<file path="src/design/skvr_pkg.sv">
package skvr_pkg;

   localparam int DEPTH       = 256;
   localparam int INDEX_W     = 8;
   localparam int COUNT_W     = 9;
   localparam int KEY_W       = 32;
   localparam int VALUE_W     = 32;
   localparam int OP_W        = 3;
   localparam int STATUS_W    = 2;
   localparam int GROUP_SIZE  = 16;
   localparam int GROUP_COUNT = DEPTH / GROUP_SIZE;

   localparam logic [OP_W-1:0] OP_INSERT = 3'd0;
   localparam logic [OP_W-1:0] OP_LOOKUP = 3'd1;
   localparam logic [OP_W-1:0] OP_MERGE  = 3'd2;
   localparam logic [OP_W-1:0] OP_CLEAR  = 3'd3;
   localparam logic [OP_W-1:0] OP_READ   = 3'd4;

   localparam logic [STATUS_W-1:0] STATUS_OK       = 2'd0;
   localparam logic [STATUS_W-1:0] STATUS_FULL     = 2'd1;
   localparam logic [STATUS_W-1:0] STATUS_MISSING  = 2'd2;
   localparam logic [STATUS_W-1:0] STATUS_OVERFLOW = 2'd3;

   // Broadcast from the sequencer to every cell of the row.
   typedef struct packed {
      logic                      compare_en;
      logic                      read_mode;
      logic                      place_en;
      logic                      replace_en;
      logic signed [KEY_W-1:0]   key;
      logic signed [VALUE_W-1:0] value;
      logic [INDEX_W-1:0]        index;
      logic [COUNT_W-1:0]        count;
   } cell_cmd_type;

endpackage

</file>
<file path="src/design/skvr_cell.sv">
module skvr_cell (
   input  logic                                clock,
   input  skvr_pkg::cell_cmd_type              cmd,
   input  logic [skvr_pkg::INDEX_W-1:0]        pos,
   input  logic signed [skvr_pkg::KEY_W-1:0]   left_key,
   input  logic signed [skvr_pkg::VALUE_W-1:0] left_value,
   input  logic                                left_lt,
   output logic signed [skvr_pkg::KEY_W-1:0]   key,
   output logic signed [skvr_pkg::VALUE_W-1:0] value,
   output logic                                lt,
   output logic                                sel,
   output logic [skvr_pkg::KEY_W-1:0]          sel_key,
   output logic [skvr_pkg::VALUE_W-1:0]        sel_value
);

   logic signed [skvr_pkg::KEY_W-1:0]   key_ff;
   logic signed [skvr_pkg::VALUE_W-1:0] value_ff;
   logic                                lt_ff;
   logic                                sel_ff;
   logic                                valid;
   logic                                lt_in;
   logic                                sel_in;

   always_comb begin
      valid  = {1'b0, pos} < cmd.count;
      lt_in  = valid && (key_ff < cmd.key);
      if (cmd.read_mode) begin
         sel_in = valid && (pos == cmd.index);
      end else begin
         sel_in = valid && (key_ff == cmd.key);
      end
   end

   always_ff @(posedge clock) begin
      if (cmd.compare_en) begin
         lt_ff  <= lt_in;
         sel_ff <= sel_in;
      end
   end

   // An insertion opens a gap at the first cell whose key is not smaller;
   // the cells above it take their left neighbor's pair in the same cycle.
   always_ff @(posedge clock) begin
      if (cmd.place_en) begin
         if (!lt_ff) begin
            if (left_lt) begin
               key_ff   <= cmd.key;
               value_ff <= cmd.value;
            end else begin
               key_ff   <= left_key;
               value_ff <= left_value;
            end
         end
      end else if (cmd.replace_en && sel_ff) begin
         value_ff <= cmd.value;
      end
   end

   assign key       = key_ff;
   assign value     = value_ff;
   assign lt        = lt_ff;
   assign sel       = sel_ff;
   assign sel_key   = sel_ff ? key_ff : '0;
   assign sel_value = sel_ff ? value_ff : '0;

endmodule

</file>
<file path="config.mk">
export PLATFORM = sky130hd
export DESIGN_NAME = skvr_cell
export DESIGN_NICKNAME = d
export VERILOG_FILES = /design/src/design/skvr_pkg.sv /design/src/design/skvr_cell.sv
export SDC_FILE = /design/constraint.sdc
export NUM_CORES = 1
export LEC_CHECK = 0
export ABC_AREA = 1
export BUFFER_PORTS_ARGS = -buffer_cell sky130_fd_sc_hd__buf_2
export CELL_PAD_IN_SITES_DETAIL_PLACEMENT = 2
export CELL_PAD_IN_SITES_GLOBAL_PLACEMENT = 2
export CORE_ASPECT_RATIO = 1.4
export CORE_MARGIN = 8
export CORE_UTILIZATION = 20
export CTS_CLUSTER_SIZE = 40
export DETAILED_ROUTE_END_ITERATION = 8
export HOLD_SLACK_MARGIN = 0.12
export PLACE_DENSITY_LB_ADDON = 0.1
export SETUP_SLACK_MARGIN = 0.1
export SYNTH_ARGS = -nofsm -noshare
export SYNTH_HDL_FRONTEND = slang
export SYNTH_SLANG_ARGS = --single-unit
export TNS_END_PERCENT = 10
</file>
<file path="constraint.sdc">
create_clock -name clock -period 3.2 [get_ports clock]
set_input_delay 0.48 -clock clock [delete_from_list [all_inputs] [get_ports clock]]
set_output_delay 0.48 -clock clock [all_outputs]
set_load 0.01 [all_outputs]
</file>
Yosys cells after proc, flatten, opt, wreduce, memory -nomap -nowiden
Index checks and enable logic that the tools add are counted.
{"block": "op_classes", "magnitude_cmp": 2, "n_eq_ne": 3, "muxes": 8, "bitwise": 1, "reduce_logical": 7}
{"cell": "32-bit two-way mux", "count": 7}
{"cell": "32-bit == test", "count": 1}
{"cell": "32-bit < comparator", "count": 1}
{"cell": "8-bit by 9-bit < comparator with 1-bit output", "count": 1}
{"cell": "8-bit == test", "count": 1}
{"cell": "1-bit logical AND", "count": 4}
{"cell": "2-bit AND reduction", "count": 2}
{"cell": "2-bit != test (second input constant)", "count": 1}
{"cell": "2-bit nonzero test", "count": 1}
{"cell": "1-bit two-way mux", "count": 1}
{"cell": "1-bit inverter", "count": 1}
{"block": "word_totals", "register_bits": 66, "inputBits": 159, "out_inout_bits": 130, "word_cells": 25}

Logic depth before layout (Yosys ltp)
{"block": "logic_depth", "word_depth": 3, "mapped_depth": 16, "mapped_depth_nobuf": 16}

Least setup slack after synthesis
Ideal clock, no wire load.
{"block": "synth_path", "path_kind": "input-to-reg", "start": "input cmd[82] (netlist bit)", "end": "register value_ff (netlist bit value[0]) (enable)", "setup_time_ps": 391, "t_arrival_ps": 2814, "required_time_ps": 2809, "path_slack_ps": -5, "cell_stages": 3, "n_path_buf": 0, "cell_sequence": "inv_2 nor2_1 a31o_1"}
{"block": "synth_via", "elab_chain_cells": 2, "elab_cells_between_ends": 3, "classes_between": "1 x eq/ne; 2 x reduce/logical"}
{"element": "from (decl)", "line": "skvr_cell.sv:3", "source": "input skvr_pkg::cell_cmd_type cmd,"}
{"element": "2-bit != test (no line) / 2-bit nonzero test (equally long branches)"}
{"element": "2-bit AND reduction (no line) (*)"}
{"element": "to (signal assigned)", "line": "skvr_cell.sv:48", "source": "value_ff <= cmd.value;"}
{"element": "to (signal assigned)", "line": "skvr_cell.sv:51", "source": "value_ff <= left_value;"}
{"element": "to (signal assigned)", "line": "skvr_cell.sv:55", "source": "value_ff <= cmd.value;"}
{"element": "to (decl)", "line": "skvr_cell.sv:17", "source": "logic signed [skvr_pkg::VALUE_W-1:0] value_ff;"}
Every way passes the cells marked *; elsewhere a longest branch is shown, timed or not.
A chain may end at the register's enable or synchronous reset.

Final worst setup path
{"block": "layout_path", "start": "register sel_ff, in the netlist sel", "end": "output sel_key[19] (netlist bit)"}
{"block": "layout_via", "elab_chain_cells": 1}
{"element": "from (decl)", "line": "skvr_cell.sv:19", "source": "logic sel_ff;"}
{"element": "from (signal assigned)", "line": "skvr_cell.sv:37", "source": "sel_ff <= sel_in;"}
{"element": "32-bit two-way mux", "line": "skvr_cell.sv:63", "source": "assign sel_key = sel_ff ? key_ff : '0;"}
{"element": "to (decl)", "line": "skvr_cell.sv:12", "source": "output logic [skvr_pkg::KEY_W-1:0] sel_key,"}
No other way between the ends.

==> flow_summary.toml <==
[routing]
wl_per_cell_um = 17.2
wirelength_mm = 18.9
drtPass1Iterations = 4
remaining_drc_errors = 0
antenna_left = 0
vias_per_cell = 4.11
dr.first_iter.drc_count = 97
route.vias.total = 4533

[setup_path]
crit_arrival_ns = 1.40
critPathMaxFanout = 37
end_kind = "primary output"
cp_slowest_cell = "buf_4"
cp.required_ns = 2.72
cp.buffers_inverters = 3
cp_num_cells = 4
path_cells = "buf_4, nand2_1, inv_2, buf_2"
max_stage_delay_ns = 0.37
ff2ff_path_depth = 13
path_class = "flip-flop to primary output"
cp_top_family = "buffers and inverters"
start_kind = "flip-flop"

[floorplan]
die-area_mm2 = 0.0271
num_rows = 64
core_mm2 = 0.0217
die_w_um = 141
io_pins = 289
fp.dieH_um = 191
start_util_pct = 20.3

[final_layout]
drive_gt1_share_pct = 46.9
areaGrowthSynthToFinish_pct = 48.0
final_common_cell = "buf_2"
fillCellCount = 2589
fin_area_mm2 = 0.00650
nets = 999
final_cell_mix = "buf_2 (288), nand2_1 (145), edfxtp_1 (66)"

[clocking]
numCtsBuffers = 9
postCtsHoldBufs = 0
cts_tree = "done"
clk_pin_slew_ns = 0.06
clk_latency_ns = 0.34
cts-root-buf = "clkbuf_16"
clock-sinks = 66
htree_num_levels = 3
ctsResizeCount = 0
postCtsSetupRepairBufs = 0
clockBufferDepth = 2

[yosys]
async_flop_share_pct = 0
synth_edf_count = 66
yosysWarnings = 0
yosysSeqAreaShare_pct = 45.1
synthMuxAreaShare_pct = 8.20
syn_area_per_cell_um2 = 8.57
synth-xor-area-share_pct = 0.398
synthAdderAreaFrac_pct = 11.1
syn_nets = 711
synth_top_family_by_area = "simple AND/OR/NAND/NOR gates"
synth_top_flop_cell = "edfxtp_1"
synthSimpleGateAreaFrac_pct = 16.0
syn_inst = 513
syn_area_mm2 = 0.00440
synth_area_leaders = "edfxtp_1 (45%), nand2_1 (12%), ha_1 (11%), mux2_1 (8.2%), inv_2 (5.5%)"
synth_area_leader_cell = "edfxtp_1"
synth_top_area_share_pct = 45.1
yosys_register_bits = 66
synth-compound-area-share_pct = 7.23
synth_cell_types = 28

[pwr]
leakagePower_uw = 0.00360
peakVddDrop_mv = 0.172
power.density_mw_per_mm2 = 433

[sta]
fmax_mhz = 532
slew_viol_final = 0
report.final.hold_viol_count = 0
finalSetupViolations = 0
timing.final.crit_period_ns = 1.88
finClkSkew_ns = 0.0120
max_slew_margin_pct = 46.8
worst_slew_pin_slew_ns = 0.795
grt_setup_unrepaired = "false"
period_share_pct = 58.8
layout_setup_ws_ns = 1.32
hold_slack_ns = 0.374
setup_tns_ns = 0

[global_route]
grt_start_max_net_pins = 64
grt_use_total_pct = 13.8
grt_overflow = 0
grt_pass1_vias = 5150
grt_pass1_wl_mm = 28.7
antenna_found_initial = 4

[hold_path]
hold_class = "primary input to flip-flop"
hold_depth = 1

[placement]
hpwl_mm = 16.3
place_ws_ns = 1.17
place_area_mm2 = 0.00618
portBuffers = 288
gp_congestion = 0.784

[run]
max_cap_violations = 0

[run_status]
outcome = "complete, no violations"
==> stage by stage <==
| stage | std cells | util [%] | total power (uW) |
|---|---|---|---|
| final | 1104 | 30.0 | 2820 |
| after global routing | 1104 | 30.0 | 2980 |
| after CTS | 1103 | 30.0 | 2900 |
| after detailed placement | 1087 | 28.5 | 1790 |
| after global placement | 1087 | 28.5 | 1770 |
| after floorplan | 513 | - | 1440 |
==> cell families after synthesis <==
group,after synthesis
and+or+nand+nor,177
buffers and inverters,138
DFF,66
AOI/OAI and AO/OA,59
adders and majority gates,39
muxes,32
xor gates and xnor gates,2
==> cell usage after synthesis, types with 2 or more instances <==
| master | n |
|---|---|
| nand2_1 | 145 |
| edfxtp_1 | 66 |
| inv_2 | 64 |
| inv_1 | 56 |
| ha_1 | 39 |
| o21ai_1 | 33 |
| mux2_1 | 32 |
| nor2_1 | 15 |
| a21oi_1 | 14 |
| buf_2 | 8 |
| nand3_1 | 7 |
| buf_1 | 5 |
| nor2_2 | 4 |
| o21ai_0 | 4 |
| clkbuf_1 | 3 |
| nand4_1 | 3 |
| a21o_1 | 2 |
| clkinv_1 | 2 |
| xnor2_1 | 2 |
==> worst register-to-register path, stage by stage, from the launching register on <==
cell      delay, ns
edfxtp_1       0.45
ha_1           0.33
nand2_1        0.10
nand2_1        0.05
nand2_1        0.05
nand2_1        0.05
nand2_1        0.05
nand2_1        0.05
nand2_1        0.06
nand2_1        0.04
nor2_1         0.12
nand3_1        0.10
nand2_1        0.09
nor2_2         0.03
==> final timing paths <==
kind,slack [ns],to,start
setup / recovery,1.32,sel_key[19],sel
hold / removal,0.37,lt,cmd[84]
setup reg to reg,1.36,lt,key[17]
hold reg to reg,0.94,lt,key[31]
==> sequential cells by signal, summed over array words and instances, names as in the netlist <==
| signal | cells |
|---|---|
| lt | 1 |
| sel | 1 |
| key | 32 |
| value | 32 |
==> per-layer routing <==
layer / up-vias / track usage, % / wire [um]
met3: 21 / 4.20 / 1450
li1: 2210 / - / -
met1: 2107 / 14.0 / 7070
met4: 6 / 4.27 / 236
met2: 189 / 26.4 / 10100
met5: - / 0 / 44
==> layout make-up <==
cell class / count / area (um2) / area share [%]
repair buffers: 293 / 1480 / 22.7
clock buffers: 9 / 225 / 3.46
flip-flops and latches: 66 / 1980 / 30.5
inverters: 122 / 458 / 7.04
diodes: 1 / 2.50 / 0.0385
well taps: 297 / 372 / 5.71
clock inverters: 7 / 92.6 / 1.42
multi-input cells: 309 / 1890 / 29.1
==> power by group <==
group	internal (uW)	switching, uW
Sequential	1050	47.6
Clock	681	395
Combinational	270	377
No activity file was read; power rests on OpenSTA's default activity.
